--- src/rtl/lrctm_pkg.sv ---
`timescale 1ns / 1ps
// ----------------------------------------------------------------------------
// lrctm_pkg
// Shared types and constants for the range clamp and temporal median block.
// ----------------------------------------------------------------------------
package lrctm_pkg;

	localparam int SAMPLE_W    = 16;            // range sample width, mm
	localparam int MAX_WINDOW  = 5;             // scans in the widest median window
	localparam int HIST_N      = MAX_WINDOW - 1; // stored samples per beam
	localparam int CNT_W       = 3;             // history count / window depth width
	localparam int BPS_W       = 11;            // beams_per_scan register width
	localparam int BI_W        = 10;            // beam_index field width
	localparam int CFG_IDX_W   = 2;
	localparam int CFG_DATA_W  = 16;
	localparam int IN_TDATA_W  = 16;
	localparam int OUT_TDATA_W = 48;            // 16 + 16 + 10 bits, padded to bytes
	localparam int QUEUE_DEPTH = 2;

	typedef enum logic [CFG_IDX_W-1:0] {
		CFG_RANGE_MIN = 2'd0,
		CFG_RANGE_MAX = 2'd1,
		CFG_BEAMS     = 2'd2,
		CFG_WINDOW    = 2'd3
	} cfg_idx_e;

	typedef logic [SAMPLE_W-1:0] sample_t;

	// element 0 is the newest earlier scan
	typedef logic [HIST_N-1:0][SAMPLE_W-1:0] hist_t;

	typedef logic [MAX_WINDOW-1:0][SAMPLE_W-1:0] win_t;

	typedef struct packed {
		sample_t            clamp_lo;
		sample_t            clamp_hi;
		logic [BPS_W-1:0]   beams_per_scan;
		logic [CNT_W-1:0]   window_depth;
	} cfg_regs_t;

	typedef struct packed {
		sample_t            clamped;
		hist_t              hist;
		logic [CNT_W-1:0]   nhist;
		logic [BI_W-1:0]    beam_index;
		logic               last;
	} item_t;

	function automatic sample_t smin(input sample_t a, input sample_t b);
		return (a < b) ? a : b;
	endfunction

	function automatic sample_t smax(input sample_t a, input sample_t b);
		return (a < b) ? b : a;
	endfunction

endpackage

--- src/rtl/lrctm_back.sv ---
`timescale 1ns / 1ps
// ----------------------------------------------------------------------------
// lrctm_back
// Five-input sorting network over two stages, then median select and the
// output register of the result stream.
// ----------------------------------------------------------------------------
module lrctm_back (
	input  logic                                    clk,
	input  logic                                    arst_n,
	input  logic                                    pop_valid,
	output logic                                    pop_ready,
	input  lrctm_pkg::item_t                        pop_item,
	output logic                                    m_tvalid,
	input  logic                                    m_tready,
	output logic [lrctm_pkg::OUT_TDATA_W-1:0]       m_tdata,
	output logic                                    m_tlast
);
	import lrctm_pkg::*;

	logic               advance;

	win_t               pad_c;
	win_t               l1_c, l2_c, l3_c, l4_c, l5_c;

	logic               valid_s1, valid_s2;
	win_t               sort_s1, sort_s2;
	logic               even_s1, even_s2;
	sample_t            clamped_s1, clamped_s2;
	logic [BI_W-1:0]    bi_s1, bi_s2;
	logic               last_s1, last_s2;

	logic [SAMPLE_W:0]  mid_sum;
	sample_t            median_c;

	sample_t            clamped_q;
	sample_t            median_q;
	logic [BI_W-1:0]    bi_q;
	logic               last_q;

	assign advance   = !m_tvalid || m_tready;
	assign pop_ready = advance;

	// pad unused slots alternately low and high so the middle stays in place
	always_comb begin
		pad_c[0] = pop_item.clamped;
		for (int j = 1; j < MAX_WINDOW; j++) begin
			if (CNT_W'(j) <= pop_item.nhist) begin
				pad_c[j] = pop_item.hist[j-1];
			end else if (((CNT_W'(j) - pop_item.nhist) & CNT_W'(1)) != '0) begin
				pad_c[j] = '0;
			end else begin
				pad_c[j] = '1;
			end
		end
	end

	always_comb begin
		l1_c    = pad_c;
		l1_c[0] = smin(pad_c[0], pad_c[3]);
		l1_c[3] = smax(pad_c[0], pad_c[3]);
		l1_c[1] = smin(pad_c[1], pad_c[4]);
		l1_c[4] = smax(pad_c[1], pad_c[4]);

		l2_c    = l1_c;
		l2_c[0] = smin(l1_c[0], l1_c[2]);
		l2_c[2] = smax(l1_c[0], l1_c[2]);
		l2_c[1] = smin(l1_c[1], l1_c[3]);
		l2_c[3] = smax(l1_c[1], l1_c[3]);

		l3_c    = l2_c;
		l3_c[0] = smin(l2_c[0], l2_c[1]);
		l3_c[1] = smax(l2_c[0], l2_c[1]);
		l3_c[2] = smin(l2_c[2], l2_c[4]);
		l3_c[4] = smax(l2_c[2], l2_c[4]);
	end

	always_comb begin
		l4_c    = sort_s1;
		l4_c[1] = smin(sort_s1[1], sort_s1[2]);
		l4_c[2] = smax(sort_s1[1], sort_s1[2]);
		l4_c[3] = smin(sort_s1[3], sort_s1[4]);
		l4_c[4] = smax(sort_s1[3], sort_s1[4]);

		l5_c    = l4_c;
		l5_c[2] = smin(l4_c[2], l4_c[3]);
		l5_c[3] = smax(l4_c[2], l4_c[3]);
	end

	// even count: floor of the mean of the two middle values
	assign mid_sum  = {1'b0, sort_s2[2]} + {1'b0, sort_s2[3]};
	assign median_c = even_s2 ? mid_sum[SAMPLE_W:1] : sort_s2[2];

	always_ff @(posedge clk or negedge arst_n) begin
		if (!arst_n) begin
			valid_s1 <= 1'b0;
			valid_s2 <= 1'b0;
			m_tvalid <= 1'b0;
		end else if (advance) begin
			valid_s1 <= pop_valid;
			valid_s2 <= valid_s1;
			m_tvalid <= valid_s2;
		end
	end

	always_ff @(posedge clk) begin
		if (advance) begin
			sort_s1    <= l3_c;
			even_s1    <= pop_item.nhist[0];
			clamped_s1 <= pop_item.clamped;
			bi_s1      <= pop_item.beam_index;
			last_s1    <= pop_item.last;

			sort_s2    <= l5_c;
			even_s2    <= even_s1;
			clamped_s2 <= clamped_s1;
			bi_s2      <= bi_s1;
			last_s2    <= last_s1;

			clamped_q  <= clamped_s2;
			median_q   <= median_c;
			bi_q       <= bi_s2;
			last_q     <= last_s2;
		end
	end

	assign m_tdata = {{(OUT_TDATA_W - 2*SAMPLE_W - BI_W){1'b0}}, bi_q, median_q, clamped_q};
	assign m_tlast = last_q;

endmodule

--- config.mk ---
export PLATFORM = sky130hd
export DESIGN_NAME = lrctm_back
export DESIGN_NICKNAME = d
export VERILOG_FILES = /design/src/rtl/lrctm_pkg.sv /design/src/rtl/lrctm_back.sv
export SDC_FILE = /design/constraint.sdc
export NUM_CORES = 1
export LEC_CHECK = 0
export ABC_AREA = 0
export ABC_CLOCK_PERIOD_IN_PS = 17950
export BUFFER_PORTS_ARGS = -buffer_cell sky130_fd_sc_hd__clkbuf_2
export CORE_MARGIN = 2
export CORE_UTILIZATION = 25
export CTS_BUF_LIST = sky130_fd_sc_hd__clkbuf_8
export DETAILED_ROUTE_END_ITERATION = 10
export PLACE_DENSITY = 0.49
export SYNTH_ARGS = -nofsm -noshare
export SYNTH_HDL_FRONTEND = slang
export SYNTH_SLANG_ARGS = --single-unit
--- constraint.sdc ---
create_clock -name clk -period 17.95 [get_ports clk]
set_clock_uncertainty 0.2 [all_clocks]
set_input_delay 2.6925 -clock clk [delete_from_list [all_inputs] [get_ports clk]]
set_output_delay 2.6925 -clock clk [all_outputs]
set_load 0.02 [all_outputs]
==> impl_metrics.py <==
metrics = {
    "grt": {
        "grt_first_pass_wirelength_um": 54600,
        "grt_pass1_vias": 9231,
        "antenna_found_initial": 0,
        "grtUsageTotal_pct": 13.4,
        "grt_start_max_net_pins": 77,
        "grt_overflow": 0,
    },
    "clock_tree": {
        "h-tree-depth": 4,
        "clk-insertion-delay-late_ps": 510,
        "numCtsBuffers": 17,
        "ctsRootBufferMaster": "clkbuf_8",
        "path_clk_slew_ps": 110,
        "cts_setup_buffers": 0,
        "cts.path.max_buffers": 2,
        "cts-resized-gates": 0,
        "holdBufCountCts": 0,
        "cts_tree": "yes",
        "clock_sinks": 198,
    },
    "worst_setup_path": {
        "crit-reg2reg-launch": "sort_s1[17]$_DFFE_PP_",
        "r2r_slack_ps": 11900,
        "crit_buf_inv": 4,
        "cp-end-kind": "flip-flop",
        "timing.rr.end": "sort_s2[51]$_DFFE_PP_",
        "cp.required_ps": 18100,
        "max_stage_delay_ps": 1090,
        "critPathArrivalTime_ps": 11270,
        "path_max_fanout": 38,
        "crit_path_frequent_cell": "a21o_1",
        "startpoint_type": "primary input",
        "crit_slowest_cell": "nor2_1",
        "reg2reg_depth": 19,
        "path_class": "in -> reg",
        "crit_family": "compound AO/OA/AOI/OAI gates",
    },
    "timing": {
        "hold_ws_ps": 225,
        "rsz0062_at_grt": "no",
        "setup_violations": 0,
        "fin_crit_sh_pct": 62.0,
        "min_period_ps": 11130,
        "worst_slew_pin_slew_ps": 1320,
        "slew_viol_final": 0,
        "relSlewSlack_pct": 11.9,
        "hold_viol": 0,
        "worst_slack_ps": 6820,
        "max_freq_mhz": 89.9,
        "final.setup.tns_ps": 0,
    },
    "routing": {
        "via_per_inst": 4.56,
        "dr.pass1.iters": 5,
        "wirelength_um": 36100,
        "dr_total_vias": 9411,
        "ant_nets": 0,
        "drc": 0,
        "post_drt_wl_per_cell_um": 17.5,
        "drtIter0Drc": 509,
    },
    "placed_design": {
        "hpwlAfterDp_um": 29400,
        "port_buffers": 142,
        "pre_cts_ws_ps": 6310,
        "place_congestion": 0.831,
    },
    "synthesis": {
        "synth-edff-count": 195,
        "ys_seq_area_share_pct": 44.9,
        "synth_area_leaders": "edfxtp_1 44%, ha_1 14%, mux2i_1 10%, a21oi_1 5.3%, inv_1 3.6%",
        "synth_top_area_cell": "edfxtp_1",
        "synth_area_mm2": 0.0132,
        "ys_seq_elements": 198,
        "netlist_instances": 1229,
        "synth.avg_cell_area_um2": 10.8,
        "yosys_warnings": 0,
        "netlist.area_leader.share_pct": 44.3,
        "ys_types": 60,
        "yosys_most_used_dff": "edfxtp_1",
        "synth.most_common_cell": "edfxtp_1",
        "ys_top_cells_by_count": "195 x edfxtp_1, 148 x ha_1, 141 x a21oi_1, 137 x mux2i_1, 128 x inv_1",
        "synthArstFlopShare_pct": 1.52,
    },
    "pwr": {
        "p_leak_nw": 6.90,
        "peakVddDrop_uv": 136,
        "power_per_cell_area_mw_per_mm2": 191,
        "p_total_mw": 2.87,
    },
    "hold_path": {
        "min_path_cells": 0,
        "min_to": "clamped_s2[6]$_DFFE_PP_",
        "hold_path_class": "reg -> reg",
        "hp-start": "clamped_s1[6]$_DFFE_PP_",
    },
    "layout": {
        "syn_to_final_growth_pct": 14.0,
        "fillCellCount": 5437,
        "fin_nets": 1608,
        "antennaDiodeCount": 0,
        "final_core_util_pct": 28.7,
        "drive_gt1_share_pct": 16.9,
    },
    "run_status": {
        "status": "finished, final reports clean",
    },
    "floorplan": {
        "die_y_um": 234,
        "start_util_pct": 25.2,
        "coreArea_mm2": 0.0524,
        "dieWidth_um": 234,
        "num_io_pins": 149,
        "dieArea_mm2": 0.0547,
        "rows": 84,
    },
    "job": {
        "cap_violations": 0,
    },
}
-- stage by stage --
step	instance area [um2]	instances
6_report	15100	2062
5_1_grt	15100	2062
4_1_cts	15100	2062
3_5_place_dp	14700	2030
3_3_place_gp	14700	2030
2_1_floorplan	13200	1234
-- power by group --
part / switching (mW) / leakage (nW) / internal [mW]
clock: 0.182 / 0.191 / 0.102
sequential: 0.0811 / 2.00 / 0.797
combinational: 0.997 / 4.71 / 0.716
total: 1.26 / 6.90 / 1.61
-- cells in the final DEF (no fill, tap or decap), types with 3 or more instances in the layout --
master	netlist	final
xor2_1	4	4
xnor2_1	8	8
a41oi_1	4	4
o21ai_0	67	67
inv_6	0	3
buf_4	10	14
dfrtp_1	3	3
a21o_1	38	38
ha_1	148	148
o21a_1	10	10
nor2b_1	6	6
and2_1	16	16
o211a_1	3	3
clkbuf_2	0	142
nor3_1	13	12
nor4_1	3	3
nor2_1	80	80
o22ai_1	3	3
inv_1	128	130
a21oi_1	141	140
o211ai_1	4	4
a211oi_1	10	10
inv_8	0	3
mux2_2	22	22
conb_1	1	6
a211o_1	5	5
nor3_2	3	4
nand3_1	8	8
a21boi_0	3	3
nand2b_1	15	14
or2_2	5	5
mux2i_1	137	137
nand2_1	51	51
edfxtp_1	195	195
nand4_1	16	16
clkbuf_8	0	17
-- worst max path at each step --
stage / start / end / slack [ps] / cells after the start
4_1_cts: pop_item[13] / sort_s1[29]$_DFFE_PP_ / 6870 / 29
6_report: pop_item[13] / sort_s1[29]$_DFFE_PP_ / 6820 / 29
3_3_place_gp: pop_item[13] / sort_s1[23]$_DFFE_PP_ / 6480 / 29
3_5_place_dp: pop_item[13] / sort_s1[29]$_DFFE_PP_ / 6310 / 29
5_1_grt: pop_item[13] / sort_s1[29]$_DFFE_PP_ / 6150 / 30
2_1_floorplan: m_tready / pop_ready / 7480 / 1
-- routing by layer --
metal	vias to the layer above	global-route usage [%]	part of all wire, %
met4	0	3.28	1.2
met1	4475	17.8	48
li1	4758	-	-
met2	159	22.7	48
met5	-	0	0
met3	19	2.07	3.1
-- logic make-up after synthesis --
logic type	count (synthesis)	synth area share (%)
AO/OA/AOI/OAI	306	13.9
AND/OR/NAND/NOR	226	8.27
buffers and inverters	176	5.57
other	1	0.0284
XOR/XNOR	12	0.795
multiplexers	160	12.4
flip-flops	198	44.9
adder cells (fa/ha/maj)	150	14.2
-- worst register-to-register path, delay by kind of cell, from the launching register on --
family / cells / cell delay (ps)
flip-flops: 1 / 460
AND/OR/NAND/NOR: 2 / 830
AO/OA/AOI/OAI: 12 / 2990
buffers and inverters: 2 / 430
adder cells (fa/ha/maj): 2 / 630
multiplexers: 1 / 210
-- state kept, by name, summed over array words and instances (netlist names), 10 cells and up --
register and count:
clamped_s1 16, clamped_s2 16, sort_s2 32, bi_s2 10, bi_s1 10, sort_s1 64
median_q 16, clamped_q 16, bi_q 10
-- area by class of cell --
class	instances	area (um2)	area share [%]
Multi-Input combinational cell	860	6610	43.9
Timing Repair Buffer	156	816	5.41
Sequential cell	198	5930	39.4
Tap cell	688	861	5.71
Clock buffer	17	234	1.55
Inverter	128	480	3.19
Clock inverter	15	138	0.913
(Power assumes the default switching activity.)
