$ cat config.mk
export PLATFORM = sky130hd
export DESIGN_NAME = lrctm_queue
export DESIGN_NICKNAME = d
export VERILOG_FILES = /design/src/rtl/lrctm_pkg.sv /design/src/rtl/lrctm_queue.sv
export SDC_FILE = /design/constraint.sdc
export NUM_CORES = 1
export LEC_CHECK = 0
export ABC_AREA = 1
export BUFFER_PORTS_ARGS = -buffer_cell sky130_fd_sc_hd__buf_4
export CELL_PAD_IN_SITES_DETAIL_PLACEMENT = 1
export CELL_PAD_IN_SITES_GLOBAL_PLACEMENT = 2
export CORE_MARGIN = 10
export CORE_UTILIZATION = 31
export CTS_CLUSTER_SIZE = 24
export DETAILED_ROUTE_END_ITERATION = 6
export GPL_TIMING_DRIVEN = 0
export HOLD_SLACK_MARGIN = 0.02
export PLACE_DENSITY_LB_ADDON = 0.1
export SETUP_SLACK_MARGIN = 0.2
export SKIP_LAST_GASP = 1
export SYNTH_ARGS = -nofsm -noshare
export SYNTH_HDL_FRONTEND = slang
export SYNTH_SLANG_ARGS = --single-unit
$ cat constraint.sdc
create_clock -name clk -period 5.5 [get_ports clk]
set_clock_uncertainty 0.05 [all_clocks]
set_input_delay 1.1 -clock clk [delete_from_list [all_inputs] [get_ports clk]]
set_output_delay 1.1 -clock clk [all_outputs]
set_load 0.005 [all_outputs]
$ cat src/rtl/lrctm_pkg.sv
`timescale 1ns / 1ps
// ----------------------------------------------------------------------------
// lrctm_pkg
// Shared types and constants for the range clamp and temporal median block.
// ----------------------------------------------------------------------------
package lrctm_pkg;

	localparam int SAMPLE_W    = 16;            // range sample width, mm
	localparam int MAX_WINDOW  = 5;             // scans in the widest median window
	localparam int HIST_N      = MAX_WINDOW - 1; // stored samples per beam
	localparam int CNT_W       = 3;             // history count / window depth width
	localparam int BPS_W       = 11;            // beams_per_scan register width
	localparam int BI_W        = 10;            // beam_index field width
	localparam int CFG_IDX_W   = 2;
	localparam int CFG_DATA_W  = 16;
	localparam int IN_TDATA_W  = 16;
	localparam int OUT_TDATA_W = 48;            // 16 + 16 + 10 bits, padded to bytes
	localparam int QUEUE_DEPTH = 2;

	typedef enum logic [CFG_IDX_W-1:0] {
		CFG_RANGE_MIN = 2'd0,
		CFG_RANGE_MAX = 2'd1,
		CFG_BEAMS     = 2'd2,
		CFG_WINDOW    = 2'd3
	} cfg_idx_e;

	typedef logic [SAMPLE_W-1:0] sample_t;

	// element 0 is the newest earlier scan
	typedef logic [HIST_N-1:0][SAMPLE_W-1:0] hist_t;

	typedef logic [MAX_WINDOW-1:0][SAMPLE_W-1:0] win_t;

	typedef struct packed {
		sample_t            clamp_lo;
		sample_t            clamp_hi;
		logic [BPS_W-1:0]   beams_per_scan;
		logic [CNT_W-1:0]   window_depth;
	} cfg_regs_t;

	typedef struct packed {
		sample_t            clamped;
		hist_t              hist;
		logic [CNT_W-1:0]   nhist;
		logic [BI_W-1:0]    beam_index;
		logic               last;
	} item_t;

	function automatic sample_t smin(input sample_t a, input sample_t b);
		return (a < b) ? a : b;
	endfunction

	function automatic sample_t smax(input sample_t a, input sample_t b);
		return (a < b) ? b : a;
	endfunction

endpackage

$ cat src/rtl/lrctm_queue.sv
`timescale 1ns / 1ps
// ----------------------------------------------------------------------------
// lrctm_queue
// Short FIFO between the history front end and the median back end.
// ----------------------------------------------------------------------------
module lrctm_queue (
	input  logic              clk,
	input  logic              arst_n,
	input  logic              push_valid,
	output logic              push_ready,
	input  lrctm_pkg::item_t  push_item,
	output logic              pop_valid,
	input  logic              pop_ready,
	output lrctm_pkg::item_t  pop_item
);
	import lrctm_pkg::*;

	localparam int PTR_W = (QUEUE_DEPTH > 1) ? $clog2(QUEUE_DEPTH) : 1;
	localparam int CNT_QW = $clog2(QUEUE_DEPTH + 1);

	item_t              slot_q [QUEUE_DEPTH];
	logic [PTR_W-1:0]   wr_ptr_q;
	logic [PTR_W-1:0]   rd_ptr_q;
	logic [CNT_QW-1:0]  count_q;
	logic               do_push;
	logic               do_pop;

	assign push_ready = (count_q != CNT_QW'(QUEUE_DEPTH));
	assign pop_valid  = (count_q != '0);
	assign do_push    = push_valid && push_ready;
	assign do_pop     = pop_valid && pop_ready;
	assign pop_item   = slot_q[rd_ptr_q];

	always_ff @(posedge clk or negedge arst_n) begin
		if (!arst_n) begin
			wr_ptr_q <= '0;
			rd_ptr_q <= '0;
			count_q  <= '0;
		end else begin
			if (do_push) begin
				wr_ptr_q <= (wr_ptr_q == PTR_W'(QUEUE_DEPTH - 1)) ? '0 : wr_ptr_q + PTR_W'(1);
			end
			if (do_pop) begin
				rd_ptr_q <= (rd_ptr_q == PTR_W'(QUEUE_DEPTH - 1)) ? '0 : rd_ptr_q + PTR_W'(1);
			end
			unique case ({do_push, do_pop})
				2'b10:   count_q <= count_q + CNT_QW'(1);
				2'b01:   count_q <= count_q - CNT_QW'(1);
				default: count_q <= count_q;
			endcase
		end
	end

	always_ff @(posedge clk) begin
		if (do_push) begin
			slot_q[wr_ptr_q] <= push_item;
		end
	end

endmodule

==> results of run 1 <==
[layout make-up]
class	instances	area share, %
plain buffers	21	1.55
clock buffers	18	4.48
clock inverters	14	1.54
inverters	7	0.274
multi-input cells	301	12.1
flip-flops and latches	192	59.9
well taps	285	3.72
repair buffers	199	16.4
[cell usage after synthesis]
library cell | count | share of area, %
sky130_fd_sc_hd__a21oi_1 | 1 | 0.071
sky130_fd_sc_hd__buf_2 | 14 | 0.99
sky130_fd_sc_hd__buf_6 | 7 | 1.1
sky130_fd_sc_hd__dfrtp_1 | 4 | 1.4
sky130_fd_sc_hd__edfxtp_1 | 188 | 80
sky130_fd_sc_hd__ha_1 | 1 | 0.18
sky130_fd_sc_hd__inv_1 | 6 | 0.32
sky130_fd_sc_hd__inv_2 | 1 | 0.053
sky130_fd_sc_hd__nand2_1 | 292 | 16
sky130_fd_sc_hd__nand3_1 | 2 | 0.14
sky130_fd_sc_hd__nand4_1 | 1 | 0.089
sky130_fd_sc_hd__nor2_1 | 3 | 0.16
sky130_fd_sc_hd__xnor2_1 | 1 | 0.12
[how the worst max path moves through the flow]
stage                         start                       to  slack [ps]
4_1_cts        rd_ptr_q$_DFFE_PN0P_             pop_item[59]        2610
3_3_place_gp             push_valid  slot_q[0][21]$_DFFE_PP_        -420
3_5_place_dp             push_valid  slot_q[1][19]$_DFFE_PP_        2600
2_1_floorplan            push_valid   slot_q[1][0]$_DFFE_PP_        1350
6_report       rd_ptr_q$_DFFE_PN0P_             pop_item[57]        2680
5_1_grt        rd_ptr_q$_DFFE_PN0P_             pop_item[43]        2530
[flip-flops by register name, indices dropped and copies added (netlist names)]
register,cells
rd_ptr_q,1
count_q,2
slot_q,188
wr_ptr_q,1
[per-layer routing]
layer,up-vias,wire [um],global-route usage [%]
met2,117,9350,21.6
met4,0,264,4.16
met1,2183,7660,14.6
met5,-,0,0
li1,2185,-,-
met3,19,1090,4.19
[per-stage QoR]
stage / setup slack [ps] / power, mW / util [%] / std cells / instance area (um^2)
after floorplan: 1350 / 2.89 / - / 521 / 7080
after global placement: -421 / 3.89 / 39.3 / 999 / 8880
after detailed placement: 2600 / 3.94 / 39.9 / 1005 / 9010
after CTS: 2610 / 5.18 / 42.5 / 1037 / 9590
after global routing: 2530 / 5.41 / 42.5 / 1037 / 9590
final: 2680 / 5.05 / 42.5 / 1037 / 9590
[kinds of logic (layout without fill, tap and decap cells)]
kind of cell               count (synthesis)  count (layout)  synth area share (%)
xor gates and xnor gates                   1               1                 0.124
adders and majority gates                  1               1                 0.177
buffers and inverters                     28             259                  2.48
DFF                                      192             192                  81.3
AOI/OAI and AO/OA                          1               1                0.0707
and+or+nand+nor                          298             298                  15.9
[worst max-delay path, delay by kind of cell, from the launching register on]
kind                   cells  cell delay [ps]
and+or+nand+nor            2              150
buffers and inverters      5              740
DFF                        1              360
[where the power goes]
group	internal (mW)	switching [mW]	total (mW)
clock network	0.643	0.577	1.22
registers	1.99	0.0769	2.07
logic	0.777	0.984	1.76
==> metrics.txt, run 1 <==
# TYPE chip_impl_metric gauge
chip_impl_metric{name="maxSlewViolCount",unit=""} 0
chip_impl_metric{name="post_route_cells_drive_above_1_share",unit="%"} 33.6
chip_impl_metric{name="postSynthAreaPerCell",unit="um^2"} 13.6
chip_impl_metric{name="boundaryPins",unit=""} 194
chip_impl_metric{name="critical_path.max_fanout",unit=""} 10
chip_impl_metric{name="grt_pass1_vias",unit=""} 4972
chip_impl_metric{name="worst_ep_required_time",unit="ps"} 4350
chip_impl_metric{name="die-width",unit="um"} 171
chip_impl_metric{name="initial_utilization",unit="%"} 31.3
chip_impl_metric{name="area_inside_the_core_boundary",unit="mm^2"} 0.0226
chip_impl_info{name="path_class",value="reg2out"} 1
chip_impl_metric{name="synthesis.nets",unit=""} 620
chip_impl_metric{name="nNetsFinal",unit=""} 838
chip_impl_metric{name="io_buffer_count",unit=""} 193
chip_impl_metric{name="mean_routed_wirelength_per_cell",unit="um"} 17.7
chip_impl_metric{name="worst_skew_pair.late_latency",unit="ps"} 420
chip_impl_metric{name="cts_sinks",unit=""} 192
chip_impl_metric{name="ys_seq_area_share",unit="%"} 81.3
chip_impl_metric{name="layout_worst_path_cycle_share",unit="%"} 51.2
chip_impl_metric{name="vdd_drop_max",unit="V"} 0.000203
chip_impl_metric{name="drt_wl_total",unit="um"} 18400
chip_impl_info{name="crit-reg2reg-launch",value="count_q[0]$_DFFE_PN0P_"} 1
chip_impl_metric{name="slew_headroom",unit="%"} 50.1
chip_impl_metric{name="route.detailed.vias_per_inst",unit=""} 4.34
chip_impl_info{name="rr_endpoint",value="slot_q[1][91]$_DFFE_PP_"} 1
chip_impl_metric{name="grt_use_total",unit="%"} 12.6
chip_impl_metric{name="timing_hold_violations_final",unit=""} 0
chip_impl_info{name="rsz0062_at_grt",value="false"} 1
chip_impl_metric{name="cts_resized",unit=""} 0
chip_impl_info{name="endpoint_kind",value="output pin"} 1
chip_impl_metric{name="grt_start_max_net_pins",unit=""} 30
chip_impl_info{name="cpMaxStageDelayCell",value="sky130_fd_sc_hd__dfrtp_1"} 1
chip_impl_info{name="startpoint_class_of_the_critical_path",value="register"} 1
chip_impl_metric{name="clock_path_buffers",unit=""} 2
chip_impl_info{name="outcome",value="complete, no violations"} 1
chip_impl_metric{name="number_of_antenna_violations_at_the_first_check_in_global_routing",unit=""} 0
chip_impl_metric{name="timing_worst_slew_pin_value",unit="ps"} 746
chip_impl_metric{name="yosys_register_bits",unit=""} 192
chip_impl_metric{name="syn_area",unit="mm^2"} 0.00707
chip_impl_metric{name="filler_cell_count",unit=""} 2384
chip_impl_metric{name="totalNegativeSetupSlack",unit="ps"} 0
chip_impl_metric{name="final_antenna_net_count",unit=""} 0
chip_impl_metric{name="power_density",unit="mW/mm^2"} 527
chip_impl_metric{name="maxClockFrequency",unit="MHz"} 355
chip_impl_metric{name="syn_inst",unit=""} 521
chip_impl_metric{name="power.leakage",unit="nW"} 4.08
chip_impl_metric{name="first_pass_iters",unit=""} 4
chip_impl_metric{name="cts_hold_buffers",unit=""} 0
chip_impl_metric{name="final_setup_violation_count",unit=""} 0
chip_impl_metric{name="area.sequential",unit="mm^2"} 0.00575
chip_impl_metric{name="rows",unit=""} 55
chip_impl_metric{name="timing.critical_path.slowest_cell_delay",unit="ps"} 360
chip_impl_info{name="clock_tree_from_tritoncts",value="built"} 1
chip_impl_metric{name="max_cap_violations",unit=""} 0
chip_impl_metric{name="dieArea",unit="mm^2"} 0.0292
chip_impl_info{name="mostFrequentLayoutCell",value="sky130_fd_sc_hd__nand2_1"} 1
chip_impl_metric{name="cts_htree_levels",unit=""} 4
chip_impl_metric{name="grt_pass1_wl",unit="um"} 28000
chip_impl_metric{name="yosys.cell_types.count",unit=""} 13
chip_impl_info{name="cts-root-buf",value="sky130_fd_sc_hd__clkbuf_16"} 1
chip_impl_metric{name="ys_warn_count",unit=""} 0
chip_impl_metric{name="numCtsBuffers",unit=""} 17
chip_impl_metric{name="timing.reg2reg.setup_slack",unit="ps"} 3280
chip_impl_metric{name="reg2regPathDepth",unit=""} 6
chip_impl_metric{name="hold-worst-slack",unit="ps"} 413
chip_impl_metric{name="clk_pin_slew",unit="ps"} 70
chip_impl_metric{name="drtIter0Drc",unit=""} 186
chip_impl_metric{name="weighted_congestion_at_the_end_of_routability_driven_global_placement",unit=""} 0.721
chip_impl_metric{name="area_occupied_by_multi_input_gates",unit="mm^2"} 0.00116
chip_impl_metric{name="dp_hpwl",unit="um"} 13100
chip_impl_metric{name="antenna_cells_inserted",unit=""} 0
chip_impl_info{name="critical_path_cell_list",value="buf_2 > inv_2 > buf_6 > buf_6 > nand2_1 > nand2_1 > buf_4"} 1
chip_impl_metric{name="floorplan.die.height",unit="um"} 171
chip_impl_metric{name="overflow",unit=""} 0
chip_impl_metric{name="cts_setup_buffers",unit=""} 0
chip_impl_metric{name="period_needed",unit="ps"} 2820
chip_impl_metric{name="drc_errors",unit=""} 0
chip_impl_metric{name="arrival",unit="ps"} 1670
chip_impl_info{name="path_type_of_the_worst_min_delay_path",value="in2async"} 1
chip_impl_metric{name="layout-area-overhead-vs-synth",unit="%"} 35.6
chip_impl_metric{name="detailroute.via_count",unit=""} 4504
chip_impl_info{name="layout.cells.most_common_list",value="sky130_fd_sc_hd__nand2_1, sky130_fd_sc_hd__buf_4, sky130_fd_sc_hd__edfxtp_1"} 1
No activity file was read; power rests on OpenSTA's default activity.
==> run 2, diff against run 1 <==
--- a/config.mk
+++ b/config.mk
@@ -10,7 +10,7 @@
 export CELL_PAD_IN_SITES_DETAIL_PLACEMENT = 1
 export CELL_PAD_IN_SITES_GLOBAL_PLACEMENT = 2
 export CORE_MARGIN = 10
-export CORE_UTILIZATION = 31
+export CORE_UTILIZATION = 34
 export CTS_CLUSTER_SIZE = 24
 export DETAILED_ROUTE_END_ITERATION = 6
 export GPL_TIMING_DRIVEN = 0
==> constraint.sdc (replaced) <==
create_clock -name clk -period 2.8 [get_ports clk]
set_clock_uncertainty 0.05 [all_clocks]
set_input_delay 0.56 -clock clk [delete_from_list [all_inputs] [get_ports clk]]
set_output_delay 0.56 -clock clk [all_outputs]
set_load 0.005 [all_outputs]
==> run 2 against run 1 <==
Net effect: cell count down 1.4%; worst setup slack got worse by 2200 ps; core utilization rose by 4.8 points; worst hold slack got worse by 150 ps; design area rose by 0.31%; die area decreased by 7.8%; non-clock buffer count is 1 higher; sequential share of layout area shrank 0.19 points; routed wire length decreased by 0.77%; combinational power rose by 97%.
==> metrics.txt, run 2 (synthesized netlist as in run 1, its figures left out) <==
# TYPE chip_impl_metric gauge
chip_impl_info{name="outcome",value="complete, no violations"} 1
chip_impl_info{name="path_type_of_the_worst_min_delay_path",value="in2reg"} 1
chip_impl_info{name="reg_top3",value="slot_q: 188 flops, count_q: 2 flops"} 1
chip_impl_info{name="cpMaxStageDelayCell",value="sky130_fd_sc_hd__dfrtp_1"} 1
chip_impl_metric{name="largest_reg_flops",unit=""} 188
chip_impl_metric{name="grt_pass1_vias",unit=""} 4963
chip_impl_metric{name="cts_sinks",unit=""} 192
chip_impl_metric{name="final_setup_violation_count",unit=""} 0
chip_impl_metric{name="critical_path.max_fanout",unit=""} 10
chip_impl_metric{name="timing_worst_slew_pin_value",unit="ps"} 767
chip_impl_metric{name="max_cap_violations",unit=""} 0
chip_impl_metric{name="dpl_worst_slack",unit="ps"} 539
chip_impl_metric{name="numCtsBuffers",unit=""} 17
chip_impl_metric{name="worst_skew_pair.late_latency",unit="ps"} 420
chip_impl_metric{name="die-width",unit="um"} 164
chip_impl_metric{name="final_antenna_net_count",unit=""} 0
chip_impl_metric{name="cts_hold_buffers",unit=""} 1
chip_impl_metric{name="rows",unit=""} 52
chip_impl_info{name="critPathTopFamily",value="buffers and inverters"} 1
chip_impl_metric{name="io_buffer_count",unit=""} 193
chip_impl_metric{name="power.combinational.fraction",unit="%"} 34.5
chip_impl_metric{name="cts_setup_buffers",unit=""} 0
chip_impl_metric{name="period_needed",unit="ps"} 2270
chip_impl_metric{name="drc_errors",unit=""} 0
chip_impl_metric{name="mean_routed_wirelength_per_cell",unit="um"} 17.8
chip_impl_metric{name="clk_pin_slew",unit="ps"} 70
chip_impl_metric{name="antenna_cells_inserted",unit=""} 0
chip_impl_metric{name="filler_cell_count",unit=""} 2110
chip_impl_info{name="critical_path_cell_list",value="buf_2 > inv_2 > buf_6 > buf_6 > nand2_1 > nand2_1 > buf_4"} 1
chip_impl_info{name="endpoint_kind",value="output pin"} 1
chip_impl_info{name="largest_register",value="slot_q"} 1
chip_impl_metric{name="post_route_cells_drive_above_1_share",unit="%"} 33.6
chip_impl_metric{name="layout-area-overhead-vs-synth",unit="%"} 36.0
chip_impl_metric{name="floorplan.die.height",unit="um"} 164
chip_impl_metric{name="nNetsFinal",unit=""} 839
chip_impl_info{name="rsz0062_at_grt",value="false"} 1
chip_impl_info{name="path_class",value="reg2out"} 1
chip_impl_info{name="clock_tree_from_tritoncts",value="built"} 1
chip_impl_info{name="mostFrequentLayoutCell",value="sky130_fd_sc_hd__nand2_1"} 1
chip_impl_metric{name="power.switching_fraction",unit="%"} 31.5
chip_impl_metric{name="slew_headroom",unit="%"} 48.8
chip_impl_metric{name="route.detailed.vias_per_inst",unit=""} 4.42
chip_impl_metric{name="dp_hpwl",unit="um"} 13100
chip_impl_metric{name="maxClockFrequency",unit="MHz"} 440
chip_impl_metric{name="grt_pass1_wl",unit="um"} 27400
chip_impl_metric{name="drt_wl_total",unit="um"} 18200
chip_impl_metric{name="maxSlewViolCount",unit=""} 0
chip_impl_metric{name="p_int",unit="mW"} 6.88
chip_impl_metric{name="power_density",unit="mW/mm^2"} 1040
chip_impl_metric{name="initial_utilization",unit="%"} 34.7
chip_impl_metric{name="area_inside_the_core_boundary",unit="mm^2"} 0.0204
chip_impl_metric{name="post-route-worst-setup-slack",unit="ps"} 527
chip_impl_metric{name="cts_resized",unit=""} 0
chip_impl_metric{name="timing_hold_violations_final",unit=""} 0
chip_impl_metric{name="worst_ep_required_time",unit="ps"} 2190
chip_impl_metric{name="arrival",unit="ps"} 1660
chip_impl_metric{name="utilization_of_the_core_after_routing",unit="%"} 47.2
chip_impl_info{name="startpoint_class_of_the_critical_path",value="register"} 1
chip_impl_metric{name="boundaryPins",unit=""} 194
chip_impl_metric{name="weighted_congestion_at_the_end_of_routability_driven_global_placement",unit=""} 0.706
chip_impl_metric{name="timing.critical_path.slowest_cell_delay",unit="ps"} 360
chip_impl_metric{name="first_pass_iters",unit=""} 4
chip_impl_metric{name="power.sequential.fraction",unit="%"} 40.5
chip_impl_metric{name="detailroute.via_count",unit=""} 4522
chip_impl_metric{name="grt_use_total",unit="%"} 13.4
chip_impl_metric{name="drtIter0Drc",unit=""} 183
chip_impl_metric{name="layout_worst_path_cycle_share",unit="%"} 81.2
chip_impl_metric{name="overflow",unit=""} 0
chip_impl_metric{name="stdcell_count",unit=""} 1023
chip_impl_metric{name="crit_buf_inv",unit=""} 5
chip_impl_metric{name="dpl.cell_count",unit=""} 990
chip_impl_info{name="cts-root-buf",value="sky130_fd_sc_hd__clkbuf_16"} 1
chip_impl_metric{name="clockPowerShare",unit="%"} 25.0
chip_impl_metric{name="post-layout-total-power",unit="mW"} 10.0
chip_impl_metric{name="dieArea",unit="mm^2"} 0.0270
chip_impl_metric{name="clock_path_buffers",unit=""} 2
chip_impl_metric{name="cts_htree_levels",unit=""} 4
chip_impl_metric{name="vdd_drop_max",unit="V"} 0.000428
chip_impl_metric{name="power.leakage",unit="nW"} 4.09
chip_impl_metric{name="number_of_antenna_violations_at_the_first_check_in_global_routing",unit=""} 0
chip_impl_metric{name="grt_start_max_net_pins",unit=""} 31
chip_impl_metric{name="power.switching",unit="mW"} 3.16
chip_impl_info{name="layout.cells.most_common_list",value="sky130_fd_sc_hd__nand2_1, sky130_fd_sc_hd__buf_4, sky130_fd_sc_hd__edfxtp_1"} 1
run 2: through the flow:
stage          area, um^2  TNS (ps)  hold slack, ps
6_report             9620         0             261
5_1_grt              9620         0             230
4_1_cts              9620         0             239
3_5_place_dp         9000         0             314
3_3_place_gp         8860   -467050             311
2_1_floorplan        7080   -150780             214
run 2: worst paths after layout:
| path | from | end | slack, ps | cells past startpoint |
|---|---|---|---|---|
| worst max register to register | count_q[0]$_DFFE_PN0P_ | slot_q[0][88]$_DFFE_PP_ | 630 | 6 |
| max in group asynchronous | arst_n | rd_ptr_q$_DFFE_PN0P_ | 2130 | 2 |
| worst min-delay path | push_item[69] | slot_q[0][69]$_DFFE_PP_ | 260 | 1 |
| worst min register to register | count_q[0]$_DFFE_PN0P_ | count_q[0]$_DFFE_PN0P_ | 470 | 1 |
| min in group asynchronous | arst_n | wr_ptr_q$_DFFE_PN0P_ | 460 | 2 |
| worst max-delay path | rd_ptr_q$_DFFE_PN0P_ | pop_item[42] | 530 | 7 |
run 2: area by class of cell:
class	count	area (um^2)	area share [%]
Buffer	21	149	1.55
Clock buffer	19	433	4.50
Clock inverter	13	175	1.82
Inverter	7	26.3	0.273
Multi-Input combinational cell	301	1160	12.1
Sequential cell	192	5750	59.7
Tap cell	270	338	3.51
Timing Repair Buffer	200	1590	16.5
run 2: metal layers:
| layer | track usage [%] | part of all wire [%] | up-vias |
|---|---|---|---|
| met5 | 0 | 0 | - |
| met4 | 3.41 | 0.71 | 0 |
| met1 | 15.1 | 39 | 2185 |
| li1 | - | - | 2191 |
| met2 | 23.0 | 52 | 134 |
| met3 | 5.51 | 8.7 | 12 |
run 2: power groups by stage:
| stage | combinational [mW] | sequential [mW] | clock, mW |
|---|---|---|---|
| 3_3_place_gp | 3.39 | 4.20 | 0 |
| 4_1_cts | 3.62 | 4.07 | 2.58 |
| 2_1_floorplan | 1.54 | 4.15 | 0 |
| 3_5_place_dp | 3.60 | 4.13 | 0 |
| 6_report | 3.47 | 4.07 | 2.51 |
| 5_1_grt | 3.92 | 4.12 | 2.69 |
